`src/sv/tcd_pkg.sv`:
```
// shared types, codes and helpers of the text charset detector
package tcd_pkg;

  // verdict character set codes
  typedef enum logic [1:0] {
    CS_BINARY  = 2'd0,
    CS_UTF8    = 2'd1,
    CS_UTF16BE = 2'd2,
    CS_UTF16LE = 2'd3
  } charset_e;

  // byte order mark lengths
  localparam logic [1:0] BOM_NONE  = 2'd0;
  localparam logic [1:0] BOM_UTF16 = 2'd2;
  localparam logic [1:0] BOM_UTF8  = 2'd3;

  // head signature found at the last byte
  typedef enum logic [2:0] {
    MARK_NONE  = 3'd0,
    MARK_SIG   = 3'd1,
    MARK_UTF8  = 3'd2,
    MARK_BE    = 3'd3,
    MARK_LE    = 3'd4
  } mark_e;

  // head signature bytes
  localparam logic [7:0] SIG_B0  = 8'd27;
  localparam logic [7:0] SIG_B1  = 8'h4c;
  localparam logic [7:0] SIG_B2  = 8'h4a;
  localparam logic [7:0] BOM8_B0 = 8'd239;
  localparam logic [7:0] BOM8_B1 = 8'd187;
  localparam logic [7:0] BOM8_B2 = 8'd191;
  localparam logic [7:0] BOM16_FE = 8'd254;
  localparam logic [7:0] BOM16_FF = 8'd255;

  // queue depth between front and back
  localparam int unsigned QUEUE_DEPTH = 2;

  // classified byte event handed from front to back
  typedef struct packed {
    logic  scan;        // a position is scanned with this byte
    logic  even;        // scanned position is even
    logic  zero0;       // byte at the position is zero
    logic  zero1;       // byte after the position is zero
    logic  high;        // byte at the position is 0x80 or above
    logic  u8_seen;     // counted lead or ascii byte
    logic  u8_broken;   // invalid lead or incomplete sequence
    logic  last;        // final byte of the head
    mark_e mark;        // head signature, valid with last
  } scan_rec_t;

  function automatic logic is_tail(input logic [7:0] c);
    return c[7:6] == 2'b10;
  endfunction

endpackage

```
`src/sv/tcd_front.sv`:
```
// front: takes bytes, tracks the head and lookahead, classifies each scan position
module tcd_front #(
  parameter int unsigned SCAN_LIMIT = 1024
) (
  input  logic              clk_i,
  input  logic              rst_ni,
  input  logic              s_axis_tvalid,
  output logic              s_axis_tready,
  input  logic [7:0]        s_axis_tdata,   // data_byte
  input  logic              s_axis_tlast,   // last_byte
  input  logic              full_i,
  output logic              push_o,
  output tcd_pkg::scan_rec_t rec_o
);
  import tcd_pkg::*;

  localparam int unsigned POS_W = $clog2(SCAN_LIMIT + 5);
  localparam logic [POS_W-1:0] POS_MAX = POS_W'(SCAN_LIMIT + 4);

  logic [POS_W-1:0] pos_q, pos_d;
  logic [7:0]       head_q [3];
  logic [7:0]       head_d [3];
  logic [7:0]       win_q  [4];
  logic [7:0]       win_d  [4];
  logic             accept;
  logic [7:0]       d0, d1, d2, d3, b, h0, h1, h2;
  logic             size2, size3;

  assign s_axis_tready = !full_i;
  assign accept        = s_axis_tvalid && !full_i;
  assign push_o        = accept;
  assign b             = s_axis_tdata;

  // win_q[0] is the newest byte before this one
  assign d0 = win_q[3];
  assign d1 = win_q[2];
  assign d2 = win_q[1];
  assign d3 = win_q[0];

  assign h0 = (pos_q == POS_W'(0)) ? b : head_q[0];
  assign h1 = (pos_q == POS_W'(1)) ? b : head_q[1];
  assign h2 = (pos_q == POS_W'(2)) ? b : head_q[2];
  assign size2 = pos_q >= POS_W'(1);
  assign size3 = pos_q >= POS_W'(2);

  always_comb begin
    rec_o.scan  = (pos_q >= POS_W'(4)) && (pos_q != POS_MAX);
    rec_o.even  = !pos_q[0];
    rec_o.zero0 = d0 == 8'h00;
    rec_o.zero1 = d1 == 8'h00;
    rec_o.high  = d0[7];
    rec_o.last  = s_axis_tlast;
    rec_o.u8_seen   = 1'b0;
    rec_o.u8_broken = 1'b0;
    if (is_tail(d0)) begin
      rec_o.u8_seen = 1'b0;
    end else if (!d0[7]) begin
      rec_o.u8_seen = 1'b1;
    end else if (d0[7:5] == 3'b110 && is_tail(d1)) begin
      rec_o.u8_seen = 1'b1;
    end else if (d0[7:4] == 4'b1110 && is_tail(d1) && is_tail(d2)) begin
      rec_o.u8_seen = 1'b1;
    end else if (d0[7:3] == 5'b11110 && is_tail(d1) && is_tail(d2) && is_tail(d3)) begin
      rec_o.u8_seen = 1'b1;
    end else begin
      rec_o.u8_broken = 1'b1;
    end

    if (size3 && h0 == SIG_B0 && h1 == SIG_B1 && h2 == SIG_B2) begin
      rec_o.mark = MARK_SIG;
    end else if (size3 && h0 == BOM8_B0 && h1 == BOM8_B1 && h2 == BOM8_B2) begin
      rec_o.mark = MARK_UTF8;
    end else if (size2 && h0 == BOM16_FE && h1 == BOM16_FF) begin
      rec_o.mark = MARK_BE;
    end else if (size2 && h0 == BOM16_FF && h1 == BOM16_FE) begin
      rec_o.mark = MARK_LE;
    end else begin
      rec_o.mark = MARK_NONE;
    end
  end

  always_comb begin
    pos_d  = pos_q;
    head_d = head_q;
    win_d  = win_q;
    if (accept) begin
      if (s_axis_tlast) begin
        pos_d  = '0;
        head_d = '{default: 8'h00};
        win_d  = '{default: 8'h00};
      end else begin
        pos_d     = (pos_q != POS_MAX) ? pos_q + POS_W'(1) : pos_q;
        head_d[0] = h0;
        head_d[1] = h1;
        head_d[2] = h2;
        win_d[0]  = b;
        win_d[1]  = win_q[0];
        win_d[2]  = win_q[1];
        win_d[3]  = win_q[2];
      end
    end
  end

  always_ff @(posedge clk_i or negedge rst_ni) begin
    if (!rst_ni) begin
      pos_q  <= '0;
      head_q <= '{default: 8'h00};
      win_q  <= '{default: 8'h00};
    end else begin
      pos_q  <= pos_d;
      head_q <= head_d;
      win_q  <= win_d;
    end
  end

endmodule

```
`src/sv/tcd_queue.sv`:
```
// short queue of classified byte events between front and back
module tcd_queue (
  input  logic               clk_i,
  input  logic               rst_ni,
  input  logic               push_i,
  input  tcd_pkg::scan_rec_t rec_i,
  output logic               full_o,
  input  logic               pop_i,
  output logic               valid_o,
  output tcd_pkg::scan_rec_t rec_o
);
  import tcd_pkg::*;

  localparam int unsigned PTR_W = $clog2(QUEUE_DEPTH);
  localparam int unsigned CNT_W = $clog2(QUEUE_DEPTH + 1);

  scan_rec_t        mem_q [QUEUE_DEPTH];
  logic [PTR_W-1:0] wr_q, wr_d, rd_q, rd_d;
  logic [CNT_W-1:0] cnt_q, cnt_d;
  logic             do_push, do_pop;

  assign full_o  = cnt_q == CNT_W'(QUEUE_DEPTH);
  assign valid_o = cnt_q != '0;
  assign rec_o   = mem_q[rd_q];
  assign do_push = push_i && !full_o;
  assign do_pop  = pop_i && valid_o;

  always_comb begin
    wr_d  = wr_q;
    rd_d  = rd_q;
    cnt_d = cnt_q;
    if (do_push) begin
      wr_d = (wr_q == PTR_W'(QUEUE_DEPTH - 1)) ? '0 : wr_q + PTR_W'(1);
    end
    if (do_pop) begin
      rd_d = (rd_q == PTR_W'(QUEUE_DEPTH - 1)) ? '0 : rd_q + PTR_W'(1);
    end
    if (do_push && !do_pop) begin
      cnt_d = cnt_q + CNT_W'(1);
    end else if (do_pop && !do_push) begin
      cnt_d = cnt_q - CNT_W'(1);
    end
  end

  always_ff @(posedge clk_i) begin
    if (do_push) begin
      mem_q[wr_q] <= rec_i;
    end
  end

  always_ff @(posedge clk_i or negedge rst_ni) begin
    if (!rst_ni) begin
      wr_q  <= '0;
      rd_q  <= '0;
      cnt_q <= '0;
    end else begin
      wr_q  <= wr_d;
      rd_q  <= rd_d;
      cnt_q <= cnt_d;
    end
  end

endmodule

```
`src/sv/tcd_back.sv`:
```
// back: accumulates scan counts and issues the verdict into an output register
module tcd_back #(
  parameter int unsigned SCAN_LIMIT = 1024
) (
  input  logic               clk_i,
  input  logic               rst_ni,
  input  logic               valid_i,
  input  tcd_pkg::scan_rec_t rec_i,
  output logic               pop_o,
  output logic               m_axis_tvalid,
  input  logic               m_axis_tready,
  output logic [7:0]         m_axis_tdata   // [1:0] charset, [3:2] bom_length
);
  import tcd_pkg::*;

  localparam int unsigned ZT_W = $clog2(SCAN_LIMIT + 1);
  localparam int unsigned EO_W = $clog2(SCAN_LIMIT / 2 + 2);

  logic [ZT_W-1:0] zt_q, zt_d;
  logic [EO_W-1:0] ev_q, ev_d, od_q, od_d;
  logic            asc_seen_q, asc_seen_d, asc_brk_q, asc_brk_d;
  logic            u8_seen_q, u8_seen_d, u8_brk_q, u8_brk_d;
  logic            out_vld_q, out_vld_d;
  charset_e        cs_q, cs_d;
  logic [1:0]      bom_q, bom_d;
  logic            out_free, ascii_ok, utf8_ok, few_zeros;

  assign out_free = !out_vld_q || m_axis_tready;
  assign pop_o    = valid_i && (!rec_i.last || out_free);

  // counts including the event being retired
  always_comb begin
    zt_d       = zt_q;
    ev_d       = ev_q;
    od_d       = od_q;
    asc_seen_d = asc_seen_q;
    asc_brk_d  = asc_brk_q;
    u8_seen_d  = u8_seen_q;
    u8_brk_d   = u8_brk_q;
    if (rec_i.scan) begin
      if (rec_i.zero0) zt_d = zt_q + ZT_W'(1);
      if (rec_i.even && rec_i.zero0) ev_d = ev_q + EO_W'(1);
      if (rec_i.even && rec_i.zero1) od_d = od_q + EO_W'(1);
      asc_seen_d = 1'b1;
      asc_brk_d  = asc_brk_q | rec_i.high;
      u8_seen_d  = u8_seen_q | rec_i.u8_seen;
      u8_brk_d   = u8_brk_q | rec_i.u8_broken;
    end
  end

  assign ascii_ok  = asc_seen_d && !asc_brk_d;
  assign utf8_ok   = u8_seen_d && !u8_brk_d;
  assign few_zeros = zt_d <= ZT_W'(1);

  always_comb begin
    bom_d = BOM_NONE;
    case (rec_i.mark)
      MARK_SIG:  cs_d = CS_BINARY;
      MARK_UTF8: begin
        cs_d  = CS_UTF8;
        bom_d = BOM_UTF8;
      end
      MARK_BE: begin
        cs_d  = CS_UTF16BE;
        bom_d = BOM_UTF16;
      end
      MARK_LE: begin
        cs_d  = CS_UTF16LE;
        bom_d = BOM_UTF16;
      end
      default: begin
        if ((ascii_ok || utf8_ok) && few_zeros) begin
          cs_d = CS_UTF8;
        end else if (ev_d != '0 && ev_d > od_d) begin
          cs_d = CS_UTF16BE;
        end else if (od_d != '0 && od_d >= ev_d) begin
          cs_d = CS_UTF16LE;
        end else if (utf8_ok) begin
          cs_d = CS_UTF8;
        end else begin
          cs_d = CS_BINARY;
        end
      end
    endcase
  end

  always_comb begin
    out_vld_d = out_vld_q;
    if (pop_o && rec_i.last) begin
      out_vld_d = 1'b1;
    end else if (m_axis_tready) begin
      out_vld_d = 1'b0;
    end
  end

  always_ff @(posedge clk_i or negedge rst_ni) begin
    if (!rst_ni) begin
      zt_q       <= '0;
      ev_q       <= '0;
      od_q       <= '0;
      asc_seen_q <= 1'b0;
      asc_brk_q  <= 1'b0;
      u8_seen_q  <= 1'b0;
      u8_brk_q   <= 1'b0;
      out_vld_q  <= 1'b0;
    end else begin
      out_vld_q <= out_vld_d;
      if (pop_o) begin
        if (rec_i.last) begin
          zt_q       <= '0;
          ev_q       <= '0;
          od_q       <= '0;
          asc_seen_q <= 1'b0;
          asc_brk_q  <= 1'b0;
          u8_seen_q  <= 1'b0;
          u8_brk_q   <= 1'b0;
        end else begin
          zt_q       <= zt_d;
          ev_q       <= ev_d;
          od_q       <= od_d;
          asc_seen_q <= asc_seen_d;
          asc_brk_q  <= asc_brk_d;
          u8_seen_q  <= u8_seen_d;
          u8_brk_q   <= u8_brk_d;
        end
      end
    end
  end

  always_ff @(posedge clk_i) begin
    if (pop_o && rec_i.last) begin
      cs_q  <= cs_d;
      bom_q <= bom_d;
    end
  end

  assign m_axis_tvalid = out_vld_q;
  assign m_axis_tdata  = {4'b0000, bom_q, cs_q};

endmodule

```
`src/sv/text_charset_detector.sv`:
```
// top level of the text charset detector
// the block takes the leading bytes of a file, one byte per transfer on the slave
// stream with tlast on the final byte, and returns one verdict transfer on the
// master stream for each head: a character set (binary, utf-8, utf-16 big or
// little endian) and the byte order mark length to skip (0, 2 or 3). a bytecode
// signature or a byte order mark in the first bytes decides the verdict; otherwise
// every position below both length minus four and SCAN_LIMIT is scanned with
// three bytes of lookahead, and zero, ascii and utf-8 lead statistics pick the
// verdict. the block takes one byte per clock cycle: the front tracks position
// and lookahead and classifies each byte in the cycle it is accepted, a
// two-entry queue carries the events, and the back retires one event per cycle
// into its counters, a final event only once the output register is free. the
// verdict passes through the queue into an output register on the master stream,
// held there so bytes of the next head keep flowing while it waits to be taken;
// only when the next head's final byte reaches the back before the verdict is
// taken does the queue fill and the slave stream stall. there is no reset sweep;
// the block is ready right after reset
module text_charset_detector #(
  parameter int unsigned SCAN_LIMIT = 1024
) (
  input  logic       clk_i,
  input  logic       rst_ni,
  // byte stream in
  input  logic       s_axis_tvalid,
  output logic       s_axis_tready,
  input  logic [7:0] s_axis_tdata,   // [7:0] data_byte
  input  logic       s_axis_tlast,   // last_byte
  // verdict stream out
  output logic       m_axis_tvalid,
  input  logic       m_axis_tready,
  output logic [7:0] m_axis_tdata    // [1:0] charset, [3:2] bom_length, rest zero
);
  import tcd_pkg::*;

  scan_rec_t push_rec, pop_rec;
  logic      push, full, pop, q_valid;

  // front: byte position, head bytes and lookahead window
  tcd_front #(
    .SCAN_LIMIT(SCAN_LIMIT)
  ) u_front (
    .clk_i        (clk_i),
    .rst_ni       (rst_ni),
    .s_axis_tvalid(s_axis_tvalid),
    .s_axis_tready(s_axis_tready),
    .s_axis_tdata (s_axis_tdata),
    .s_axis_tlast (s_axis_tlast),
    .full_i       (full),
    .push_o       (push),
    .rec_o        (push_rec)
  );

  // decouples the byte side from the verdict side
  tcd_queue u_queue (
    .clk_i  (clk_i),
    .rst_ni (rst_ni),
    .push_i (push),
    .rec_i  (push_rec),
    .full_o (full),
    .pop_i  (pop),
    .valid_o(q_valid),
    .rec_o  (pop_rec)
  );

  // back: counters, verdict and output register
  tcd_back #(
    .SCAN_LIMIT(SCAN_LIMIT)
  ) u_back (
    .clk_i        (clk_i),
    .rst_ni       (rst_ni),
    .valid_i      (q_valid),
    .rec_i        (pop_rec),
    .pop_o        (pop),
    .m_axis_tvalid(m_axis_tvalid),
    .m_axis_tready(m_axis_tready),
    .m_axis_tdata (m_axis_tdata)
  );

endmodule
```
`config.mk`:
```
export PLATFORM = sky130hd
export DESIGN_NAME = text_charset_detector
export DESIGN_NICKNAME = d
export VERILOG_FILES = /design/src/sv/tcd_pkg.sv /design/src/sv/tcd_front.sv /design/src/sv/tcd_queue.sv /design/src/sv/tcd_back.sv /design/src/sv/text_charset_detector.sv
export SDC_FILE = /design/constraint.sdc
export NUM_CORES = 1
export LEC_CHECK = 0
export ABC_AREA = 1
export BUFFER_PORTS_ARGS = -buffer_cell sky130_fd_sc_hd__buf_2
export CAP_MARGIN = 20
export CORE_MARGIN = 5
export CORE_UTILIZATION = 47
export DETAILED_ROUTE_END_ITERATION = 16
export GPL_TIMING_DRIVEN = 0
export SYNTH_ARGS = -nofsm -noshare
export SYNTH_HDL_FRONTEND = slang
export SYNTH_SLANG_ARGS = --single-unit
export TNS_END_PERCENT = 5
```
`constraint.sdc`:
```
create_clock -name clk_i -period 3.3 [get_ports clk_i]
set_clock_uncertainty 0.15 [all_clocks]
set_input_delay 0.33 -clock clk_i [delete_from_list [all_inputs] [get_ports clk_i]]
set_output_delay 0.33 -clock clk_i [all_outputs]
set_load 0.01 [all_outputs]
```
==> results.py, run 1 <==
metrics = {
    "synth": {
        "synth_cell_types": 43,
        "yosysWarningCount": 0,
        "ys_seq_area_frac": 0.4842,
        "synth_cells": 871,
        "synth.cell_area_um2": 7142,
        "ys_ff_latch": 133,
        "postSynthAreaPerCell_um2": 8.200,
    },
    "flow_run": {
        "maxCapViolCount": 0,
    },
    "timing": {
        "whs_ns": 0.07985,
        "period_needed_ns": 3.099,
        "period_share": 0.9390,
        "fmax_mhz": 322.7,
        "slew-limit-headroom": 0.3522,
        "timing.final.hold_violations": 0,
        "worst_slew_pin_slew_ns": 0.9682,
        "finalSetupViolCount": 0,
        "final_max_slew_viol_count": 0,
    },
    "grt": {
        "track_usage": 0.1966,
        "grt_pass1_vias": 5848,
        "grt_max_degree": 73,
        "grt.overflow.total": 0,
        "grt_pass1_wl_mm": 28.14,
        "antenna_found_initial": 0,
    },
    "floorplanning": {
        "start_util": 0.4751,
        "dieArea_um2": 17760,
        "die_h_um": 133.3,
        "die_w_um": 133.3,
        "core_area_um2": 15030,
        "rows": 45,
        "pin_count": 23,
    },
    "finish": {
        "fill_cells": 1378,
        "fin_cells": 1124,
        "fin_area_um2": 8253,
        "final_cell_mix": "nand2_1, inv_1, dfrtp_1",
        "ff_latch_area_um2": 3460,
        "multiInputGateArea_um2": 3035,
        "diodes": 0,
        "final_nets": 953,
        "drive_above_1_share": 0.1432,
        "layout_commonest_cell": "nand2_1",
        "area_growth_pct": 15.56,
    },
    "worst_setup_path": {
        "cp_data_arrival_time_ns": 3.12,
        "crit_required_ns": 3.32,
        "cp-start-kind": "register",
        "setup.worst_path.class": "reg2reg",
        "endpoint_kind": "register",
        "path_max_fanout": 8,
    },
    "route": {
        "vias_per_cell": 5.243,
        "antenna_left": 0,
        "vias": 5893,
        "wl_per_cell_um": 14.95,
        "route.detailed.drc": 0,
        "dr.pass1.iters": 5,
        "routed_wl_mm": 16.81,
        "drt_iter0_drc": 372,
    },
    "placement": {
        "postPlaceCellArea_um2": 7508,
        "port_buffers": 18,
        "place_congestion": 0.8963,
        "dp_cells": 1081,
        "place_hpwl_mm": 12.06,
    },
    "clock_network": {
        "path_clk_slew_ns": 0.06,
        "clk_path_buf_depth": 2,
        "clockRootBuffer": "clkbuf_16",
        "h-tree-depth": 4,
        "cts_buffers": 17,
        "clock_latency_ns": 0.42,
        "cts_num_sinks": 133,
        "cts_tree": "yes",
    },
    "power_and_ir_drop": {
        "power_mw": 7.176,
        "leakage_nw": 3.810,
        "cellPowerDensity_nw_per_um2": 869.6,
        "vdd_drop_max_uv": 549.8,
    },
    "status": {
        "status": "completed",
    },
    "hold_path": {
        "hold_path.class": "in2reg",
    },
}
==> timing repair <==
item,4_1_cts,5_1_grt
hold endpoints to repair,40,0
hold buffers,3,0
setup buffers,0,8
gates resized for setup,0,23
endpoints found under the setup margin,0,2
==> state kept, by name (all words and copies together), names as in the netlist, 8 cells and up <==
name / count
u_queue.mem_q: 22
u_front.d0: 8
u_back.ev_q: 10
u_front.d2: 8
u_front.head_q: 24
u_front.pos_q: 11
u_back.od_q: 10
u_front.d3: 8
u_back.zt_q: 11
u_front.d1: 8
==> cell families (layout without fill, tap and decap cells) <==
family                     Yosys count  in the layout  synth area share
AOI/OAI and AO/OA                  153            153            0.1277
DFF                                133            133            0.4842
adders and majority gates           17             17           0.02978
muxes                                2              2          0.002803
buffers and inverters              180            242            0.1030
xor gates and xnor gates            12             12           0.01472
and+or+nand+nor                    373            373            0.2372
other                                1              4         0.0005251
==> synthesized netlist by cell type (all sizes together) <==
| cell | count | area [µm²] |
|---|---|---|
| nand3b | 3 | 22.52 |
| a31oi | 1 | 6.260 |
| mux2i | 2 | 20.02 |
| dfrtp | 107 | 2678 |
| clkinv | 2 | 7.510 |
| nand3 | 47 | 257.8 |
| inv | 152 | 570.6 |
| o22ai | 68 | 425.4 |
| xor2 | 9 | 78.83 |
| and3 | 1 | 6.260 |
| nand2 | 192 | 748.2 |
| ha | 17 | 212.7 |
| clkbuf | 11 | 41.29 |
| edfxtp | 26 | 780.8 |
| a21oi | 23 | 130.1 |
| or2 | 6 | 37.54 |
| o211ai | 1 | 7.510 |
| xnor2 | 3 | 26.28 |
| nor2 | 83 | 370.3 |
| o41ai | 1 | 8.760 |
| nor3 | 20 | 120.1 |
| buf | 15 | 116.4 |
| o31ai | 4 | 43.79 |
| conb | 1 | 3.750 |
| nand4 | 21 | 131.4 |
| o21ai | 55 | 290.3 |
==> cell type report <==
cell class,instances,area share
Sequential cell,133,0.4192
Multi-Input combinational cell,561,0.3678
Inverter,154,0.07004
Clock buffer,18,0.05321
Tap cell,188,0.02850
Timing Repair Buffer,30,0.02547
Buffer,26,0.01910
Clock inverter,14,0.01668
==> per-layer routing <==
metal | wire, µm | share of wire | vias up | GRT usage
met1 | 7426 | 0.44 | 2786 | 0.2424
li1 | - | - | 2965 | -
met2 | 8523 | 0.51 | 121 | 0.3394
met3 | 586 | 0.035 | 21 | 0.04532
met5 | 0 | 0 | - | 0
met4 | 269 | 0.016 | 0 | 0.06914
==> worst max-delay path, stage by stage, from the launching register on <==
cell and delay (ns):
dfrtp_2 0.44, inv_2 0.09, buf_6 0.12, nand2_1 0.08, nand2_4 0.11, nand3_4 0.14
nor2_4 0.19, nand3_1 0.10, nand2_2 0.09, inv_1 0.05, ha_1 0.30, a21oi_2 0.13
o21ai_1 0.08, a21oi_1 0.16, o211ai_1 0.10, o21ai_1 0.14, inv_1 0.08, nand2_2 0.10
nand2_1 0.06, nand2_1 0.06, nand3_1 0.06
==> where the power goes <==
group | internal, mW | leakage [nW] | switching, mW
combinational | 0.988 | 1.84 | 2.01
sequential | 2.15 | 1.69 | 0.185
clock | 1.08 | 0.280 | 0.776
==> through the flow <==
| stage | utilization | setup WS, ns | setup TNS (ns) |
|---|---|---|---|
| 5_1_grt | 0.5490 | -0.07699 | -0.08751 |
| 3_5_place_dp | 0.4995 | 0.1195 | 0 |
| 3_3_place_gp | 0.4975 | 0.1807 | 0 |
| 2_1_floorplan | - | 0.6036 | 0 |
| 6_report | 0.5490 | 0.2013 | 0 |
| 4_1_cts | 0.5398 | 0.05659 | 0 |
==> final timing paths <==
check,startpoint,to,slack [ns],cells past startpoint
max,u_queue.rd_q,u_back.cs_q[1],0.20,20
min,s_axis_tdata[7],u_front.d3[7],0.08,3
max reg2reg,u_queue.rd_q,u_back.cs_q[1],0.20,20
min reg2reg,u_front.head_q[11],u_front.head_q[11],0.33,2
max in group asynchronous,rst_ni,u_front.head_q[5],2.00,3
min in group asynchronous,rst_ni,u_back.ev_q[8],0.28,2
No activity file was read; power rests on OpenSTA's default activity.
==> inputs of run 2 (changes only) <==
CORE_UTILIZATION = 62   (was 47)
PLACE_DENSITY = 0.8   (was unset)
==> run 2 against run 1 <==
Worst setup slack lost 0.0088 ns. Via count is 0.44% higher. Critical path type unchanged. Largest cell class unchanged. Non-clock buffer count fell by 8.
==> results.py, run 2 (synthesized netlist as in run 1, its figures left out) <==
metrics = {
    "finish": {
        "fill_cells": 844,
        "area_growth_pct": 13.35,
        "layout_commonest_cell": "nand2_1",
        "fin_area_um2": 8095,
        "multiInputGateArea_um2": 2990,
        "drive_above_1_share": 0.1208,
        "final_nets": 945,
        "largest_reg_flops": 24,
        "largest_register": "u_front.head_q",
        "diodes": 0,
        "top_regs": "u_front.head_q x24, u_queue.mem_q x22",
        "ff_latch_area_um2": 3460,
        "final_cell_mix": "nand2_1, inv_1, dfrtp_1",
        "final_core_util": 0.7120,
    },
    "worst_setup_path": {
        "reg2reg_depth": 20,
        "cp_data_arrival_time_ns": 3.12,
        "cp-start-kind": "register",
        "crit_required_ns": 3.31,
        "r2r_setup_slack_ns": 0.19,
        "cp-endpoint": "u_back.cs_q[1]",
        "crit_path_start": "u_queue.rd_q",
        "setup.worst_path.class": "reg2reg",
        "r2r-end": "u_back.cs_q[1]",
        "endpoint_kind": "register",
        "path_max_fanout": 10,
        "rr_startpoint": "u_queue.rd_q",
    },
    "route": {
        "wl_per_cell_um": 14.68,
        "drt_iter0_drc": 518,
        "routed_wl_mm": 15.71,
        "route.detailed.drc": 0,
        "antenna_left": 0,
        "vias": 5919,
        "vias_per_cell": 5.532,
        "dr.pass1.iters": 6,
    },
    "floorplanning": {
        "pin_count": 23,
        "dieArea_um2": 13770,
        "die_h_um": 117.3,
        "die_w_um": 117.3,
        "rows": 39,
        "core_area_um2": 11370,
        "start_util": 0.6282,
    },
    "timing": {
        "finalSetupViolCount": 0,
        "rsz0062_at_grt": "no",
        "period_share": 0.9417,
        "timing.final.hold_violations": 0,
        "final_max_slew_viol_count": 0,
        "period_needed_ns": 3.108,
        "fmax_mhz": 321.8,
        "worst_slew_pin_slew_ns": 0.9644,
        "fin_ws_ns": 0.1925,
        "fin_tns_setup_ns": 0,
        "slew-limit-headroom": 0.3547,
    },
    "hold_path": {
        "worstHoldStart": "s_axis_tlast",
        "hold_path.class": "in2reg",
    },
    "clock_network": {
        "cts_tree": "yes",
        "clock_latency_ns": 0.42,
        "cts_buffers": 17,
        "cts_num_sinks": 133,
        "clk_path_buf_depth": 2,
        "path_clk_slew_ns": 0.06,
        "h-tree-depth": 4,
        "clockRootBuffer": "clkbuf_16",
    },
    "power_and_ir_drop": {
        "cellPowerDensity_nw_per_um2": 874.2,
        "leakage_nw": 3.771,
        "power_mw": 7.077,
        "vdd_drop_max_uv": 626.0,
    },
    "placement": {
        "postPlaceCellArea_um2": 7452,
        "dp_slack_ns": 0.1518,
        "port_buffers": 18,
        "place_congestion": 0.8991,
        "place_hpwl_mm": 10.82,
    },
    "grt": {
        "antenna_found_initial": 0,
        "grt_pass1_wl_mm": 26.32,
        "grt_max_degree": 74,
        "grt_pass1_vias": 5586,
        "track_usage": 0.2331,
        "grt.overflow.total": 0,
    },
    "flow_run": {
        "maxCapViolCount": 0,
    },
    "status": {
        "status": "completed",
    },
}
## run 2: cell count changes in the layout (fill, tap and decap cells not counted), sizes merged
cell / change
buf: -7
dlygate4sd3: -1
inv: -8
clkbuf: +6
clkinv: +1
## run 2: cell type report
cell class                 instances  area share
inverter                         154     0.07141
clock inverter                     7    0.008501
multi-input combinational        561      0.3694
timing repair buffer              22     0.01824
clock buffer                      24     0.06352
sequential                       133      0.4274
tap                              143     0.02210
buffer                            26     0.01947
## run 2: worst min-delay path by stage
| stage | slack (ns) | end | cells past startpoint |
|---|---|---|---|
| 3_3_place_gp | 0.32 | u_front.head_q[17] | 2 |
| 3_5_place_dp | 0.18 | u_back.ev_q[5] | 1 |
| 6_report | 0.02 | u_front.pos_q[8] | 2 |
| 4_1_cts | 0.004 | u_front.pos_q[8] | 2 |
| 5_1_grt | 0.01 | u_queue.mem_q[0][3] | 1 |
| 2_1_floorplan | -0.12 | u_back.asc_brk_q | 0 |
## run 2: repair_timing
item,CTS,global route
hold buffers,2,0
setup endpoints to repair,0,2
buffers inserted,0,1
endpoints found under the hold margin,35,0
gates resized for setup,0,9
## run 2: worst max-delay path: stages, from the launching register on
cell and delay [ns]:
dfrtp_2 0.41, inv_2 0.07, buf_6 0.14, nand2_1 0.06, nand2_1 0.14, nor2_1 0.13, nand4_1 0.15, nor2_1 0.13
nand2_1 0.06, nand2_1 0.18, ha_4 0.24, a21oi_1 0.15, o21ai_0 0.12, a21oi_1 0.14, o211ai_1 0.09, o21ai_1 0.10
inv_1 0.05, nand2_1 0.13, nand2_1 0.08, nand2_1 0.06, nand3_1 0.07
## run 2: through the flow
| stage | instances | hold WS [ns] |
|---|---|---|
| 6_report | 1070 | 0.01873 |
| 5_1_grt | 1070 | 0.01286 |
| 4_1_cts | 1069 | 0.004207 |
| 3_3_place_gp | 1035 | 0.3152 |
| 3_5_place_dp | 1036 | 0.1778 |
| 2_1_floorplan | 874 | -0.1156 |
## run 2: per-layer routing
layer	vias up	GRT usage	wire [µm]
met5	-	0	0
met4	0	0.07614	376
met3	31	0.05919	695
met2	152	0.3826	7775
met1	2796	0.3029	6858
li1	2940	-	-
## run 2: power breakdown
part	internal [mW]	total [mW]	switching, mW
sequential	2.15	2.35	0.206
combinational	0.938	2.89	1.95
clock	1.16	1.83	0.676
==> inputs of run 3 (changes only) <==
CORE_UTILIZATION = 40   (was 62)
GPL_TIMING_DRIVEN = unset   (was 0)
PLACE_DENSITY = unset   (was 0.8)
==> run 3 against run 2 <==
Total power down 3.0%. Combinational power shrank 6%. Worst setup slack better by 0.10 ns. Clock power about the same. Cell count grew 6.4%. Worst hold slack better by 0.0082 ns. Critical path type unchanged. Critical endpoint unchanged.
==> results.py, run 3 (synthesized netlist as in run 1, its figures left out) <==
metrics = {
    "status": {
        "status": "completed",
    },
    "timing": {
        "worst_slew_pin_slew_ns": 0.6686,
        "final_max_slew_viol_count": 0,
        "period_needed_ns": 3.007,
        "rsz0062_at_grt": "no",
        "finalSetupViolCount": 0,
        "period_share": 0.9112,
        "fmax_mhz": 332.6,
        "fin_tns_setup_ns": 0,
        "slew-limit-headroom": 0.5543,
        "whs_ns": 0.02693,
        "timing.final.hold_violations": 0,
    },
    "placement": {
        "place_congestion": 0.8254,
        "port_buffers": 18,
        "dp_cells": 1103,
        "place_hpwl_mm": 11.25,
    },
    "clock_network": {
        "path_clk_slew_ns": 0.06,
        "clockRootBuffer": "clkbuf_16",
        "cts_tree": "yes",
        "clock_latency_ns": 0.42,
        "cts_num_sinks": 133,
        "clk_path_buf_depth": 2,
        "h-tree-depth": 4,
        "cts_buffers": 17,
    },
    "route": {
        "dr.pass1.iters": 5,
        "vias": 5704,
        "route.detailed.drc": 0,
        "drt_iter0_drc": 281,
        "antenna_left": 0,
        "vias_per_cell": 5.008,
        "routed_wl_mm": 15.80,
        "wl_per_cell_um": 13.87,
    },
    "hold_path": {
        "worstHoldStart": "s_axis_tlast",
        "hold_path.class": "in2reg",
        "holdPathStages": 1,
    },
    "finish": {
        "final_cell_mix": "nand2_1, inv_1, dfrtp_1",
        "area_growth_pct": 13.44,
        "largest_register": "u_front.head_q",
        "diodes": 0,
        "fin_cells": 1139,
        "largest_reg_flops": 24,
        "final_nets": 931,
        "top_regs": "u_front.head_q x24, u_queue.mem_q x22",
        "drive_above_1_share": 0.1193,
        "layout_commonest_cell": "nand2_1",
    },
    "worst_setup_path": {
        "worstPathCellList": "ha_1 -> nand3_1 -> nor2_1 -> nand4_1 -> nand2_1 -> nand2_1 -> inv_1 -> ha_1 -> nand4_1 -> inv_1 -> a21oi_1 -> o211ai_1 -> o21ai_1 -> inv_1 -> nand2_1 -> nand2_1 -> nand2_1 -> nand3_1",
        "setup.worst_path.class": "reg2reg",
        "cp_data_arrival_time_ns": 3.03,
        "cp_slowest_cell": "dfrtp_1",
        "endpoint_kind": "register",
        "rr_startpoint": "u_back.od_q[1]",
        "cp_top_family": "simple AND/OR/NAND/NOR gates",
        "cp-start-kind": "register",
        "cp_common_cell": "nand2_1",
        "cp.depth": 18,
        "cpPeakStageDelay_ns": 0.40,
        "path_buf_inv": 3,
        "path_max_fanout": 4,
        "crit_required_ns": 3.32,
        "crit_path_start": "u_back.od_q[1]",
        "reg2reg_depth": 18,
    },
    "floorplanning": {
        "start_util": 0.4101,
        "rows": 48,
        "core_area_um2": 17420,
        "die_h_um": 143.6,
        "die_w_um": 143.6,
        "dieArea_um2": 20630,
        "pin_count": 23,
    },
    "grt": {
        "grt_pass1_wl_mm": 27.26,
        "grt_max_degree": 50,
        "track_usage": 0.1664,
        "antenna_found_initial": 0,
        "grt_pass1_vias": 5536,
        "grt.overflow.total": 0,
    },
    "power_and_ir_drop": {
        "cellPowerDensity_nw_per_um2": 847.5,
        "leakage_nw": 3.731,
        "vdd_drop_max_uv": 408.7,
    },
    "flow_run": {
        "maxCapViolCount": 0,
    },
}
[run 3: changes by cell type in the layout (fill, tap and decap cells not counted), moves of 2 or more]
| cell | before | now |
|---|---|---|
| buf_4 | 7 | 13 |
| buf_12 | 0 | 2 |
| inv_6 | 0 | 2 |
| clkbuf_1 | 14 | 2 |
| buf_6 | 3 | 0 |
| clkinv_4 | 1 | 3 |
| buf_2 | 23 | 17 |
[run 3: layout make-up]
type	instances	area, µm²
clock inverters	9	68.82
well taps	225	281.5
repair buffers	34	242.7
multi-input cells	561	2969
clock buffers	23	499.2
flip-flops and latches	133	3460
fillers	1705	9315
inverters	154	580.6
[run 3: layer usage]
| metal | up-vias | part of all wire | track usage | wire [µm] |
|---|---|---|---|---|
| li1 | 2919 | - | - | - |
| met1 | 2671 | 0.47 | 0.2155 | 7358 |
| met2 | 87 | 0.49 | 0.2754 | 7739 |
| met3 | 27 | 0.024 | 0.03794 | 383 |
| met4 | 0 | 0.020 | 0.05847 | 322 |
| met5 | - | 0 | 0 | 0 |
[run 3: final timing paths]
kind | to | slack [ns]
min reg2reg | u_front.head_q[1] | 0.34
min in group asynchronous | u_back.ev_q[8] | 0.34
max in group asynchronous | u_front.d3[6] | 1.96
min | u_queue.mem_q[1][3] | 0.03
max reg2reg | u_back.cs_q[1] | 0.29
max | u_back.cs_q[1] | 0.29
[run 3: worst register-to-register path, stage by stage (launching register included)]
cell,delay (ns)
dfrtp_1,0.40
ha_1,0.22
nand3_1,0.13
nor2_1,0.33
nand4_1,0.23
nand2_1,0.11
nand2_1,0.05
inv_1,0.10
ha_1,0.24
nand4_1,0.09
inv_1,0.07
a21oi_1,0.14
o211ai_1,0.09
o21ai_1,0.13
inv_1,0.06
nand2_1,0.08
nand2_1,0.05
nand2_1,0.05
nand3_1,0.06
[run 3: per-stage QoR]
stage,total power [mW],setup WS [ns],utilization,instance area (µm²)
floorplan,4.429,0.6036,-,7153
global placement,5.032,0.3333,0.4297,7485
detailed placement,5.067,0.2468,0.4297,7485
CTS,6.898,0.2444,0.4635,8073
global route,7.434,0.004020,0.4652,8102
finish,6.866,0.2931,0.4652,8102
[run 3: power breakdown]
part	internal, mW	switching [mW]
sequential	2.15	0.191
combinational	0.888	1.84
clock	1.07	0.733
total	4.10	2.76
[run 3: timing repair]
item                       CTS  global route
setup endpoints to repair    0             2
resized for setup            0             6
hold buffers                 2             0
buffers inserted             0             2
hold endpoints to repair    47             0
